## src/hdl/spectrum_bar_level_smoother_defines.svh

```systemverilog
// Assertion macros for the spectrum bar level smoother.
// Included by the top level; no other dependencies.
`ifndef SPECTRUM_BAR_LEVEL_SMOOTHER_DEFINES_SVH
`define SPECTRUM_BAR_LEVEL_SMOOTHER_DEFINES_SVH

// Check a condition in the same cycle as its trigger
`define SBLS_ASSERT_NOW(label, clk, rst_n, ante, cons, msg) \
    label: assert property (@(posedge clk) disable iff (!rst_n) (ante) |-> (cons)) \
        else $error(msg);

// Check a condition in the cycle after its trigger
`define SBLS_ASSERT_NXT(label, clk, rst_n, ante, cons, msg) \
    label: assert property (@(posedge clk) disable iff (!rst_n) (ante) |=> (cons)) \
        else $error(msg);

`endif

```

## src/hdl/sbls_pkg.sv

```systemverilog
// Shared widths, register codes and types for the spectrum bar level smoother.
// No dependencies; imported by every module of the block.
`default_nettype none

package sbls_pkg;

    localparam int COL_W      = 6;
    localparam int BIN_W      = 16;
    localparam int GAIN_W     = 16;
    localparam int KEEP_W     = 8;
    localparam int LEVEL_W    = 16;
    localparam int COLOR_W    = 5;
    localparam int AMP_W      = 8;
    localparam int S_TDATA_W  = 40;
    localparam int M_TDATA_W  = 32;
    localparam int CFG_IDX_W  = 2;
    localparam int CFG_DATA_W = 16;

    localparam int COLUMNS_DEF = 64;

    // Register indexes of the configuration channel
    localparam logic [CFG_IDX_W-1:0] REG_GAIN      = 2'd0;
    localparam logic [CFG_IDX_W-1:0] REG_RISE_KEEP = 2'd1;
    localparam logic [CFG_IDX_W-1:0] REG_FALL_KEEP = 2'd2;

    localparam logic [GAIN_W-1:0] GAIN_RST      = 16'd1280;
    localparam logic [KEEP_W-1:0] RISE_KEEP_RST = 8'd38;
    localparam logic [KEEP_W-1:0] FALL_KEEP_RST = 8'd230;

    // Partial square root: remainder and root so far
    typedef struct packed {
        logic [10:0] rem;
        logic [7:0]  root;
    } isqrt_t;

    // Item leaving the amplitude pipeline
    typedef struct packed {
        logic             valid;
        logic [COL_W-1:0] column;
        logic [AMP_W-1:0] amp;
    } amp_item_t;

    // One digit of a restoring square root: bring down two bits, try 4r+1
    function automatic isqrt_t isqrt_step(input isqrt_t cur, input logic [1:0] pair);
        isqrt_t      nxt;
        logic [10:0] acc;
        logic [10:0] trial;
        acc   = {cur.rem[8:0], pair};
        trial = {1'b0, cur.root, 2'b01};
        if (acc >= trial)
        begin
            nxt.rem  = acc - trial;
            nxt.root = {cur.root[6:0], 1'b1};
        end
        else
        begin
            nxt.rem  = acc;
            nxt.root = {cur.root[6:0], 1'b0};
        end
        return nxt;
    endfunction

endpackage

`default_nettype wire

```

## src/hdl/sbls_level_store.sv

```systemverilog
// Per-column level memory with registered read and write bypass.
// Depends on sbls_pkg; entries never written read as zero through valid bits.
`default_nettype none

module sbls_level_store #(
    parameter int COLUMNS = sbls_pkg::COLUMNS_DEF,
    parameter int IDX_W   = $clog2(COLUMNS)
) (
    input  wire logic                          clk,
    input  wire logic                          rst_n,
    input  wire logic                          rd_en,
    input  wire logic [IDX_W-1:0]              rd_addr,
    input  wire logic                          wr_en,
    input  wire logic [IDX_W-1:0]              wr_addr,
    input  wire logic [sbls_pkg::LEVEL_W-1:0]  wr_data,
    output logic      [sbls_pkg::LEVEL_W-1:0]  rd_level
);
    import sbls_pkg::*;

    logic [LEVEL_W-1:0] mem [COLUMNS];
    logic [COLUMNS-1:0] written_reg;
    logic [LEVEL_W-1:0] rd_data_reg;
    logic [LEVEL_W-1:0] byp_data_reg;
    logic               rd_written_reg;
    logic               byp_hit_reg;

    // Write the array and register the read data
    always_ff @(posedge clk)
    begin
        if (wr_en)
        begin
            mem[wr_addr] <= wr_data;
        end
        if (rd_en)
        begin
            rd_data_reg  <= mem[rd_addr];
            byp_data_reg <= wr_data;
        end
    end

    // Track written entries and same-address collisions
    always_ff @(posedge clk or negedge rst_n)
    begin
        if (!rst_n)
        begin
            written_reg    <= '0;
            rd_written_reg <= 1'b0;
            byp_hit_reg    <= 1'b0;
        end
        else
        begin
            if (wr_en)
            begin
                written_reg[wr_addr] <= 1'b1;
            end
            if (rd_en)
            begin
                rd_written_reg <= written_reg[rd_addr];
                byp_hit_reg    <= wr_en && (wr_addr == rd_addr);
            end
        end
    end

    // Forward a colliding write, otherwise cleared entries read as zero
    always_comb
    begin
        priority if (byp_hit_reg)
            rd_level = byp_data_reg;
        else if (rd_written_reg)
            rd_level = rd_data_reg;
        else
            rd_level = '0;
    end

endmodule

`default_nettype wire

```

## config.mk

```make
export PLATFORM = sky130hd
export DESIGN_NAME = sbls_level_store
export DESIGN_NICKNAME = d
export VERILOG_FILES = /design/src/hdl/spectrum_bar_level_smoother_defines.svh /design/src/hdl/sbls_pkg.sv /design/src/hdl/sbls_level_store.sv
export SDC_FILE = /design/constraint.sdc
export NUM_CORES = 1
export LEC_CHECK = 0
export ABC_AREA = 1
export BUFFER_PORTS_ARGS = -buffer_cell sky130_fd_sc_hd__buf_2
export CORE_UTILIZATION = 30
export DETAILED_ROUTE_END_ITERATION = 8
export GPL_TIMING_DRIVEN = 0
export PLACE_DENSITY = 0.5
export SYNTH_ARGS = -nofsm -noshare
export SYNTH_HDL_FRONTEND = slang
export SYNTH_SLANG_ARGS = --single-unit
```

## constraint.sdc

```tcl
create_clock -name clk -period 1.6 [get_ports clk]
set_input_delay 0.48 -clock clk [delete_from_list [all_inputs] [get_ports clk]]
set_output_delay 0.48 -clock clk [all_outputs]
set_load 0.01 [all_outputs]
```

==> summary.txt <==
Logic synthesis
  – Yosys cell types: 26
  – Main combinational cell family by area after synthesis: simple AND/OR/NAND/NOR gates
  – Post-synthesis instance total: 3649
  – Post-synthesis xor/xnor area fraction: 0
  – Mapped Area: 0.0451 sq mm
  – Synth Area in Compound Gates: 0.0914
  – Mux cell area share after synthesis: 0
  – Sequential area share after synthesis: 0.739
  – Syn_area_per_cell: 12.4 sq um
  – Synth area leaders: edfxtp_1, nand2_1, o21ai_0
  – Area leader, netlist: edfxtp_1
  – Post-Synth Simple-Gate Area: 0.132
  – Seq cells post-synth: 1122
  – Post-synth top area share: 0.703
  – Synth Area in Adders: 0
  – Synthesized netlist net count: between 3k and 4k
  – Yosys warns: 0

Pwr
  – Switching Fraction: 0.245
  – Sw power: 16.3 mW
  – Leakage Power: 20.2 nW
  – Internal power: 50.3 mW
  – Clock power share: 0.408
  – Sequential power share: 0.494
  – Gate power share: 0.098
  – Maximum VDD drop: a little over 0.0009 V
  – PD cells: ~1200 mW/mm^2

Global route
  – Vias in the first global route: 30.2k
  – GR Overflow Total: 0
  – Initial antenna violation count: 16
  – First-pass GRT wire length: 238000 um
  – Largest net degree at the start of global routing: 67
  – All-Layer GR Usage: 0.224

Clock network
  – CTS max path bufs: 3
  – CTS Sinks: approximately 1.1k
  – CTS H-tree depth: 3
  – Clk_lat worst skew: 0.75 ns
  – Clock root buffer: clkbuf_16
  – TritonCTS clock tree: done
  – Clock transition at path regs: ~0.060 ns
  – CTS buffer count: 117

Finish
  – Seq. cell area: 0.0334 sq mm
  – Share of cells above drive strength 1: 0.283
  – Multi-input logic area: about 0.013 sq mm
  – Area Growth Syn to Fin: 28.2%
  – Largest register FFs: roughly 1k
  – Most frequent cells in the layout: edfxtp_1, nand2_1, nor2_1
  – Most common cell after layout, fill and taps aside: edfxtp_1
  – Post-layout nets: ~4k
  – # fillers: between 10k and 15k
  – Final core utilization: 0.390

Floorplanning
  – Core Region: 0.149 sq mm
  – Std-Cell Rows: 141
  – Die width: about 400 um
  – Die Y: 390 um
  – I/O pin total: 48
  – Die area: 0.152 sq mm
  – Starting Density: 0.304

STA
  – Skew final: between 0.02 and 0.025 ns
  – Fin crit share: 1.44
  – Setup TNS: -11.65 ns
  – Final WS setup: -0.703 ns
  – Min Tclk post-route: 2.30 ns
  – RSZ-0062 raised after global routing: true
  – Final setup fails: 80
  – Slew HR: 0.327
  – Hold Slack: 0.0817 ns
  – Slew @ Worst Pin: 1.01 ns
  – Max Clock Freq: 0.434 GHz
  – Final hold viol count: 0
  – Final slew viol count: 0

Run status
  – Outcome: finished, violations left
  – Failing checks: setup timing

Placement
  – GPL Wtd Cong: 0.963
  – Number of port buffers: 41
  – DP Wirelength: 114000 um

Setup path
  – CP max stage cell: dfrtp_2
  – FF-to-FF setup slack: 0.02 ns
  – CP Launch Type: flop
  – Worst r2r src: mem[5][11]
  – Worst Path Arrival: roughly 1.8 ns
  – Required @ worst endpoint: 1.12 ns
  – Worst setup path end: rd_level[5]
  – Critical path capture point type: output port
  – R2R cell count: 8
  – Worst path cell trace: clkinv_4 -> clkbuf_16 -> nand3_4 -> nand2_4 -> buf_6
  – CP bufs+invs: 3
  – Delay-heaviest family, CP: flip-flops
  – Worst setup startpoint: byp_hit_reg
  – Cell count along the critical path: 5
  – Largest stage delay, worst path: 0.47 ns
  – Worst r2r dst: rd_data_reg[11]
  – Crit Path Class: flop to output port
  – CP max FO: 5

Drt
  – DRC: 0
  – Drt first pass iters: 6
  – DR WL/cell: 28.6 um
  – Drt initial violations: 4275
  – Routed via count: roughly 32k
  – Via density: 5.27
  – Drt total wl: 174000 um
  – Antenna-violating nets left: 0

Worst hold path
  – HP Class: input port to flop
  – WHS Path Cells: 1

Flow run
  – Max_cap viols: 0
-- power by group through the flow --
stage	Clock [mW]	Sequential [mW]	Combinational [mW]
2_1_floorplan	0	33.5	2.56
3_3_place_gp	0	33.5	5.06
3_5_place_dp	0	33.5	5.24
4_1_cts	27.4	32.9	5.94
5_1_grt	28.5	33.0	6.79
6_report	27.2	32.9	6.50
-- cell usage after synthesis, drive strengths merged --
| master | instances |
|---|---|
| nand3 | 258 |
| o221ai | 1 |
| clkinv | 4 |
| o22ai | 211 |
| or2 | 64 |
| inv | 58 |
| a21oi | 65 |
| edfxtp | 1056 |
| nor3 | 6 |
| buf | 153 |
| nand4 | 4 |
| nor4 | 8 |
| nand2 | 624 |
| dfrtp | 66 |
| o21ai | 492 |
| clkbuf | 92 |
| o211ai | 1 |
| nor2 | 486 |
-- per-layer routing --
| layer | up-vias | routed length [um] | global-route usage |
|---|---|---|---|
| li1 | 13900 | - | - |
| met1 | 16200 | 71400 | 0.301 |
| met2 | 1653 | 79500 | 0.348 |
| met3 | 346 | 15400 | 0.0468 |
| met4 | 10 | 7650 | 0.0987 |
| met5 | - | 67 | 0 |
-- cell families after synthesis --
group / Yosys count
simple gates: 1450
buf+inv: 307
flops: 1122
compound gates: 770
-- worst register-to-register path, stage by stage, from the launching register on --
cell,delay [ns]
edfxtp_1,0.35
o21ai_0,0.17
o22ai_1,0.10
nand2_1,0.08
nand2_2,0.14
nand2_2,0.20
nand3_1,0.11
nand3_1,0.11
nand2_1,0.07
-- metrics by stage --
| step | instance area [sq um] | setup WS (ns) | cells | power, mW |
|---|---|---|---|---|
| global route | 57900 | -0.749 | 6083 | 68.2 |
| floorplan | 45400 | -0.861 | 3649 | 36.0 |
| CTS | 56300 | -0.733 | 6063 | 66.3 |
| finish | 57900 | -0.703 | 6088 | 66.6 |
| detailed placement | 49300 | -1.78 | 5747 | 38.7 |
| global placement | 48100 | -2.76 | 5692 | 38.6 |
-- how the worst min path moves through the flow --
| stage | from | endpoint | slack [ns] |
|---|---|---|---|
| floorplan | rst_n | byp_hit_reg | 0.18 |
| global placement | written_reg[61] | written_reg[61] | 0.45 |
| detailed placement | written_reg[24] | written_reg[24] | 0.45 |
| CTS | wr_data[1] | mem[32][1] | 0.07 |
| global route | wr_data[3] | mem[32][3] | 0.10 |
| finish | wr_data[3] | mem[32][3] | 0.08 |
-- area by class of cell --
type | instances | area share
repair inverters | 1 | 0.0000865
multi-input cells | 2220 | 0.219
repair buffers | 219 | 0.0523
well taps | 2002 | 0.0433
plain buffers | 239 | 0.0381
inverters | 62 | 0.00495
clock buffers | 151 | 0.0543
flip-flops and latches | 1122 | 0.577
diodes | 6 | 0.000259
clock inverters | 66 | 0.0108
-- timing repair --
item                                    CTS  global route
endpoints found under the hold margin    68             0
setup buffers                            96            19
gates resized for setup                 545           439
gates cloned                              4             3
hold buffers                              2             0
pin swaps                               104           118
setup endpoints to repair              1112           441
Power figures use the tool's default switching activity.
