**src/hdl/spectrum_bar_level_smoother_defines.svh**
```systemverilog
// Assertion macros for the spectrum bar level smoother.
// Included by the top level; no other dependencies.
`ifndef SPECTRUM_BAR_LEVEL_SMOOTHER_DEFINES_SVH
`define SPECTRUM_BAR_LEVEL_SMOOTHER_DEFINES_SVH

// Check a condition in the same cycle as its trigger
`define SBLS_ASSERT_NOW(label, clk, rst_n, ante, cons, msg) \
    label: assert property (@(posedge clk) disable iff (!rst_n) (ante) |-> (cons)) \
        else $error(msg);

// Check a condition in the cycle after its trigger
`define SBLS_ASSERT_NXT(label, clk, rst_n, ante, cons, msg) \
    label: assert property (@(posedge clk) disable iff (!rst_n) (ante) |=> (cons)) \
        else $error(msg);

`endif

```
**src/hdl/sbls_pkg.sv**
```systemverilog
// Shared widths, register codes and types for the spectrum bar level smoother.
// No dependencies; imported by every module of the block.
`default_nettype none

package sbls_pkg;

    localparam int COL_W      = 6;
    localparam int BIN_W      = 16;
    localparam int GAIN_W     = 16;
    localparam int KEEP_W     = 8;
    localparam int LEVEL_W    = 16;
    localparam int COLOR_W    = 5;
    localparam int AMP_W      = 8;
    localparam int S_TDATA_W  = 40;
    localparam int M_TDATA_W  = 32;
    localparam int CFG_IDX_W  = 2;
    localparam int CFG_DATA_W = 16;

    localparam int COLUMNS_DEF = 64;

    // Register indexes of the configuration channel
    localparam logic [CFG_IDX_W-1:0] REG_GAIN      = 2'd0;
    localparam logic [CFG_IDX_W-1:0] REG_RISE_KEEP = 2'd1;
    localparam logic [CFG_IDX_W-1:0] REG_FALL_KEEP = 2'd2;

    localparam logic [GAIN_W-1:0] GAIN_RST      = 16'd1280;
    localparam logic [KEEP_W-1:0] RISE_KEEP_RST = 8'd38;
    localparam logic [KEEP_W-1:0] FALL_KEEP_RST = 8'd230;

    // Partial square root: remainder and root so far
    typedef struct packed {
        logic [10:0] rem;
        logic [7:0]  root;
    } isqrt_t;

    // Item leaving the amplitude pipeline
    typedef struct packed {
        logic             valid;
        logic [COL_W-1:0] column;
        logic [AMP_W-1:0] amp;
    } amp_item_t;

    // One digit of a restoring square root: bring down two bits, try 4r+1
    function automatic isqrt_t isqrt_step(input isqrt_t cur, input logic [1:0] pair);
        isqrt_t      nxt;
        logic [10:0] acc;
        logic [10:0] trial;
        acc   = {cur.rem[8:0], pair};
        trial = {1'b0, cur.root, 2'b01};
        if (acc >= trial)
        begin
            nxt.rem  = acc - trial;
            nxt.root = {cur.root[6:0], 1'b1};
        end
        else
        begin
            nxt.rem  = acc;
            nxt.root = {cur.root[6:0], 1'b0};
        end
        return nxt;
    endfunction

endpackage

`default_nettype wire

```
**src/hdl/sbls_amp.sv**
```systemverilog
// Amplitude pipeline: squares, gain scaling and square root of one FFT bin.
// Depends on sbls_pkg; six stages, all advanced by one shared enable.
`default_nettype none

module sbls_amp (
    input  wire logic                          clk,
    input  wire logic                          rst_n,
    input  wire logic                          en,
    input  wire logic                          in_valid,
    input  wire logic [sbls_pkg::COL_W-1:0]    in_column,
    input  wire logic [sbls_pkg::BIN_W-1:0]    in_real,
    input  wire logic [sbls_pkg::BIN_W-1:0]    in_imag,
    input  wire logic [sbls_pkg::GAIN_W-1:0]   gain,
    output logic      [sbls_pkg::COL_W-1:0]    pre_column,
    output sbls_pkg::amp_item_t                amp_item
);
    import sbls_pkg::*;

    logic                    v1_reg, v2_reg, v3_reg, v4_reg, v5_reg, v6_reg;
    logic [COL_W-1:0]        col1_reg, col2_reg, col3_reg, col4_reg, col5_reg, col6_reg;
    logic signed [BIN_W-1:0] re1_reg, im1_reg;
    logic [31:0]             re_sq2_reg, im_sq2_reg, g_sq2_reg;
    logic [31:0]             sq3_reg, g_sq3_reg;
    logic                    sat4_reg, sat5_reg;
    logic [15:0]             y4_reg;
    logic [7:0]              y5_low_reg;
    isqrt_t                  st5_reg;
    logic [AMP_W-1:0]        amp6_reg;

    logic signed [31:0]      re_sq, im_sq;
    logic [63:0]             prod;
    isqrt_t                  st5_next, st6;
    logic [AMP_W-1:0]        amp6_next;

    // Square both parts and the gain
    assign re_sq = re1_reg * re1_reg;
    assign im_sq = im1_reg * im1_reg;

    // Scale the squared magnitude by the squared gain
    assign prod = 64'(sq3_reg) * 64'(g_sq3_reg);

    // Upper four root digits
    always_comb
    begin
        st5_next = '0;
        for (int i = 0; i < 4; i++)
        begin
            st5_next = isqrt_step(st5_next, y4_reg[15 - 2*i -: 2]);
        end
    end

    // Lower four root digits, saturate at full scale
    always_comb
    begin
        st6 = st5_reg;
        for (int i = 0; i < 4; i++)
        begin
            st6 = isqrt_step(st6, y5_low_reg[7 - 2*i -: 2]);
        end
        amp6_next = sat5_reg ? {AMP_W{1'b1}} : st6.root;
    end

    // Advance stage valid flags
    always_ff @(posedge clk or negedge rst_n)
    begin
        if (!rst_n)
        begin
            v1_reg <= 1'b0;
            v2_reg <= 1'b0;
            v3_reg <= 1'b0;
            v4_reg <= 1'b0;
            v5_reg <= 1'b0;
            v6_reg <= 1'b0;
        end
        else if (en)
        begin
            v1_reg <= in_valid;
            v2_reg <= v1_reg;
            v3_reg <= v2_reg;
            v4_reg <= v3_reg;
            v5_reg <= v4_reg;
            v6_reg <= v5_reg;
        end
    end

    // Advance stage payloads
    always_ff @(posedge clk)
    begin
        if (en)
        begin
            col1_reg   <= in_column;
            re1_reg    <= in_real;
            im1_reg    <= in_imag;

            col2_reg   <= col1_reg;
            re_sq2_reg <= unsigned'(re_sq);
            im_sq2_reg <= unsigned'(im_sq);
            g_sq2_reg  <= 32'(gain) * 32'(gain);

            col3_reg   <= col2_reg;
            sq3_reg    <= re_sq2_reg + im_sq2_reg;
            g_sq3_reg  <= g_sq2_reg;

            // Root of the product over 2^16; any bit above 2^32 means amp > 255
            col4_reg   <= col3_reg;
            sat4_reg   <= |prod[63:32];
            y4_reg     <= prod[31:16];

            col5_reg   <= col4_reg;
            sat5_reg   <= sat4_reg;
            y5_low_reg <= y4_reg[7:0];
            st5_reg    <= st5_next;

            col6_reg   <= col5_reg;
            amp6_reg   <= amp6_next;
        end
    end

    assign pre_column      = col5_reg;
    assign amp_item.valid  = v6_reg;
    assign amp_item.column = col6_reg;
    assign amp_item.amp    = amp6_reg;

endmodule

`default_nettype wire

```
**config.mk**
```make
export PLATFORM = sky130hd
export DESIGN_NAME = sbls_amp
export DESIGN_NICKNAME = d
export VERILOG_FILES = /design/src/hdl/spectrum_bar_level_smoother_defines.svh /design/src/hdl/sbls_pkg.sv /design/src/hdl/sbls_amp.sv
export SDC_FILE = /design/constraint.sdc
export NUM_CORES = 2
export LEC_CHECK = 0
export ABC_AREA = 0
export BUFFER_PORTS_ARGS = -buffer_cell sky130_fd_sc_hd__buf_2
export CAP_MARGIN = 20
export CORE_MARGIN = 2
export CORE_UTILIZATION = 35
export DETAILED_ROUTE_END_ITERATION = 12
export SKIP_LAST_GASP = 1
export SYNTH_ARGS = -nofsm -noshare
export SYNTH_HDL_FRONTEND = slang
export SYNTH_SLANG_ARGS = --single-unit
```
**constraint.sdc**
```tcl
create_clock -name clk -period 21 [get_ports clk]
set_input_delay 0 -clock clk [delete_from_list [all_inputs] [get_ports clk]]
set_output_delay 0 -clock clk [all_outputs]
set_load 0.01 [all_outputs]
```
==> results.txt <==
* CTS buffer count: 35
- Worst slew margin: 29.03%
- Sink count of the clock tree: 277
- Setup total negative slack on the finished layout was measured at 0 ns.
* Area of the die: 197100 µm²
- Type of the worst setup path: flip-flop to flip-flop
- Summing all multi-input logic gate instances after layout gives 52280 µm².
- Die height: 443.9 µm
- The smallest clock period supported by the final layout is computed as 9.234 ns.
* Async set-reset flop share out of synthesis: 2.166%
- Arrival time at the worst endpoint: 9.53 ns
- Result of the run: complete, no violations
- Worst-path fanout max: 32
* Simple-gate area share of the yosys netlist: 13.58%
- Worst skew pair latency: 0.61 ns
* Post-CTS sizing: 0
- STA classifies the critical path endpoint as a flip-flop.
- H-tree depth: 2
- Share of the synthesized netlist area taken by xor and xnor gates: 2.496%
- Grt total ovfl: 0
- Derived from the worst setup path, the maximum achievable clock frequency is 108.3 MHz.
- Buffer type at the clock tree root: sky130_fd_sc_hd__clkbuf_16
- Area of the mapped netlist: 67730 µm²
* Total DRC errors in the routed layout: 0
- Averaged over all synthesized cells, the footprint is 9.931 µm².
- For this run, global-route usage on met1 was measured as 23.36%.
- Count of input and output buffers: 78
* Number of buffers inserted to repair setup after CTS: 0
* Number of instances in the synthesized netlist: 6820
* Average vias per placed instance: 4.862
- The final-report max-slew violation count came to 0.
* Number of buffers added to fix hold violations after cts: 43
- Number of endpoints with negative hold slack in the final report: 0
- The count of nets left with antenna violations once routing finished came out at 0.
- Global placer's final weighted congestion: 0.8852
* Global-route wire length before repair: 272400 µm
- Combinational family with the most area after synthesis: adder cells
- Number of placement rows: 161
- For met3 alone, demand over resource in global routing was 2.381%.
* Crit start category: flip-flop
* Largest clock skew in the final design: 0.05304 ns
- Busiest grt layer: met2
- Flip-flop and latch count after synthesis: 277
* Sequential cell area fraction in the yosys report: 12.24%
- During synthesis, Yosys emitted a total of 0 warnings.
* Synth Net Count: 9014
- Required time worst endpoint: 21.30 ns
* Clock slew at the register clock pins of the worst setup and hold paths: 0.06 ns
- Number of synthesized flops with an enable pin: 271
- The slowest stage of the critical path is the sky130_fd_sc_hd__edfxtp_1 cell.
- Synth Area in Adders: 56.17%
* Worst hold path type: primary input to flip-flop
* # setup viols final: 0
- Wire length after detailed routing: 166600 µm
- After floorplanning, the core was sized to cover 192400 µm².
* Synthesis-to-finish area growth: 7.049%
- After detailed routing, the average wire length per cell comes to 17.84 µm.
- Global routing consumed, over all layers together, 17.42% of the routing resources.
- Fill cells in the final layout number 18970.
- Detailed-routing iteration count for the pre-antenna-repair pass: 5
* GR Layer Usage met2: 29.87%
* Max FFs per register: 32
- Setup repair after global routing left no endpoint under its margin.
* Cell mode on critical path: sky130_fd_sc_hd__fa_1
- Maximum capacitance violations: 0
- By area the synthesized netlist is led by sky130_fd_sc_hd__fa_1, sky130_fd_sc_hd__edfxtp_1, sky130_fd_sc_hd__ha_1.
- Count of different cell masters after synthesis: 82
- Final worst-path cycle share: 43.97%
- After synthesis, the share of cell area in mux cells is 0.3362%.
* Buffers from clock root to sink, at most: 3
* Register area: 8288 µm²
- The die is 443.9 µm wide.
* Post-synth top area share: 44.57%
- The initial utilization of the core area, before any placement, comes to 35.21%.
- Post-synthesis compound-gate area fraction: 4.603%
- Across all register-to-register paths, the minimum setup slack is 11.77 ns.
- Number of antenna violations at the first check in global routing: 12
* Delay contributed by the slowest stage of the critical path: 1.05 ns
- Vias in the first global route: 50280
* Cell type with the largest total area after synthesis: sky130_fd_sc_hd__fa_1
* Net count, final: 8980
- Pin count of the biggest net entering global routing: 157
- Count of antenna diodes in the layout: 0
- Tightest Pin Transition: 1.065 ns
* Total vias in the final route: 45410
- Among all flip-flop cells after synthesis, the most frequent one is sky130_fd_sc_hd__edfxtp_1.
- Detail Placement HPWL: 129700 µm
- Cells with a size suffix above 1 make up 3.787% of the layout.
- TritonCTS built the clock tree.
* First DRT Iteration DRCs: 2765
* IO Count: 79
==> kinds of logic (layout without fill, tap and decap cells) <==
kind of cell,after synthesis,in the layout
fa+ha+maj,2136,2136
buf+inv,1903,1896
simple gates,1813,1813
compound gates,476,476
flops,277,277
xor+xnor,193,193
mux,21,21
other cells,1,1
==> layout by cell type, fill, tap and decap left out, types with 73 or more instances in the layout <==
master	Yosys	routed
sky130_fd_sc_hd__a21oi_1	159	159
sky130_fd_sc_hd__and2_1	748	748
sky130_fd_sc_hd__buf_2	5	77
sky130_fd_sc_hd__edfxtp_1	271	271
sky130_fd_sc_hd__ha_1	628	628
sky130_fd_sc_hd__o21ai_0	73	73
sky130_fd_sc_hd__inv_1	1638	1638
sky130_fd_sc_hd__xnor2_1	146	146
sky130_fd_sc_hd__fa_1	1508	1508
sky130_fd_sc_hd__nand2_1	653	653
sky130_fd_sc_hd__nor2_1	195	195
==> critical path: cells and delay by family (launching register included) <==
kind | cells | cell delay [ns]
buf+inv | 6 | 0.31
xor+xnor | 1 | 0.17
fa+ha+maj | 9 | 4.24
flops | 1 | 1.05
simple gates | 2 | 0.36
compound gates | 11 | 2.84
==> metrics by stage <==
| step | hold slack, ns | instance area, µm² | std cells | util [%] | setup WS (ns) |
|---|---|---|---|---|---|
| floorplan | -0.2956 | 67730 | 6820 | - | 13.10 |
| global placement | -0.1747 | 70820 | 9231 | 36.81 | 11.83 |
| detailed placement | -0.1659 | 70840 | 9232 | 36.82 | 11.77 |
| CTS | 0.009087 | 72510 | 9339 | 37.69 | 11.78 |
| global route | 0.03855 | 72510 | 9339 | 37.69 | 11.34 |
| finish | 0.05886 | 72510 | 9339 | 37.69 | 11.77 |
==> path summary, 6_finish.rpt <==
check | from | end | depth (start not counted)
max in group asynchronous | rst_n | v6_reg | 3
min reg2reg | g_sq2_reg[14] | g_sq3_reg[14] | 0
max | g_sq3_reg[5] | sat4_reg | 29
min | gain[1] | g_sq2_reg[2] | 2
max reg2reg | g_sq3_reg[5] | sat4_reg | 29
min in group asynchronous | rst_n | v5_reg | 3
==> routing by layer <==
metal | vias up | wire length (µm)
met5 | - | 20
met4 | 2 | 3983
met3 | 228 | 9696
met2 | 1206 | 80980
met1 | 23620 | 71890
li1 | 20350 | -
==> cell usage after synthesis, types with 6 or more instances <==
cell type	number
sky130_fd_sc_hd__inv_1	1638
sky130_fd_sc_hd__fa_1	1508
sky130_fd_sc_hd__and2_1	748
sky130_fd_sc_hd__nand2_1	653
sky130_fd_sc_hd__ha_1	628
sky130_fd_sc_hd__edfxtp_1	271
sky130_fd_sc_hd__clkbuf_1	253
sky130_fd_sc_hd__nor2_1	195
sky130_fd_sc_hd__a21oi_1	159
sky130_fd_sc_hd__xnor2_1	146
sky130_fd_sc_hd__o21ai_0	73
sky130_fd_sc_hd__a21o_1	65
sky130_fd_sc_hd__xor2_1	47
sky130_fd_sc_hd__nor3_1	37
sky130_fd_sc_hd__nand3_1	29
sky130_fd_sc_hd__nand2b_1	28
sky130_fd_sc_hd__nor2b_1	27
sky130_fd_sc_hd__o21a_1	27
sky130_fd_sc_hd__nand4_1	23
sky130_fd_sc_hd__o21bai_1	23
sky130_fd_sc_hd__or2_2	17
sky130_fd_sc_hd__and3_1	16
sky130_fd_sc_hd__a211oi_1	14
sky130_fd_sc_hd__a31oi_1	13
sky130_fd_sc_hd__mux2_2	13
sky130_fd_sc_hd__or3_1	8
sky130_fd_sc_hd__mux2i_1	7
sky130_fd_sc_hd__nor3b_1	7
sky130_fd_sc_hd__o211ai_1	7
sky130_fd_sc_hd__o31a_1	7
sky130_fd_sc_hd__dfrtp_1	6
sky130_fd_sc_hd__o31ai_1	6
==> layout make-up <==
class / instances / share of cell area [%]
Clock buffer: 42 / 1.301
Timing Repair Buffer: 191 / 1.898
Sequential cell: 277 / 11.43
Inverter: 1641 / 8.495
Tap cell: 2526 / 4.359
Clock inverter: 22 / 0.4072
Multi-Input combinational cell: 4640 / 72.11
Power is not shown: default switching activity piles up to over one toggle a cycle in this logic, so the estimate is an artifact.
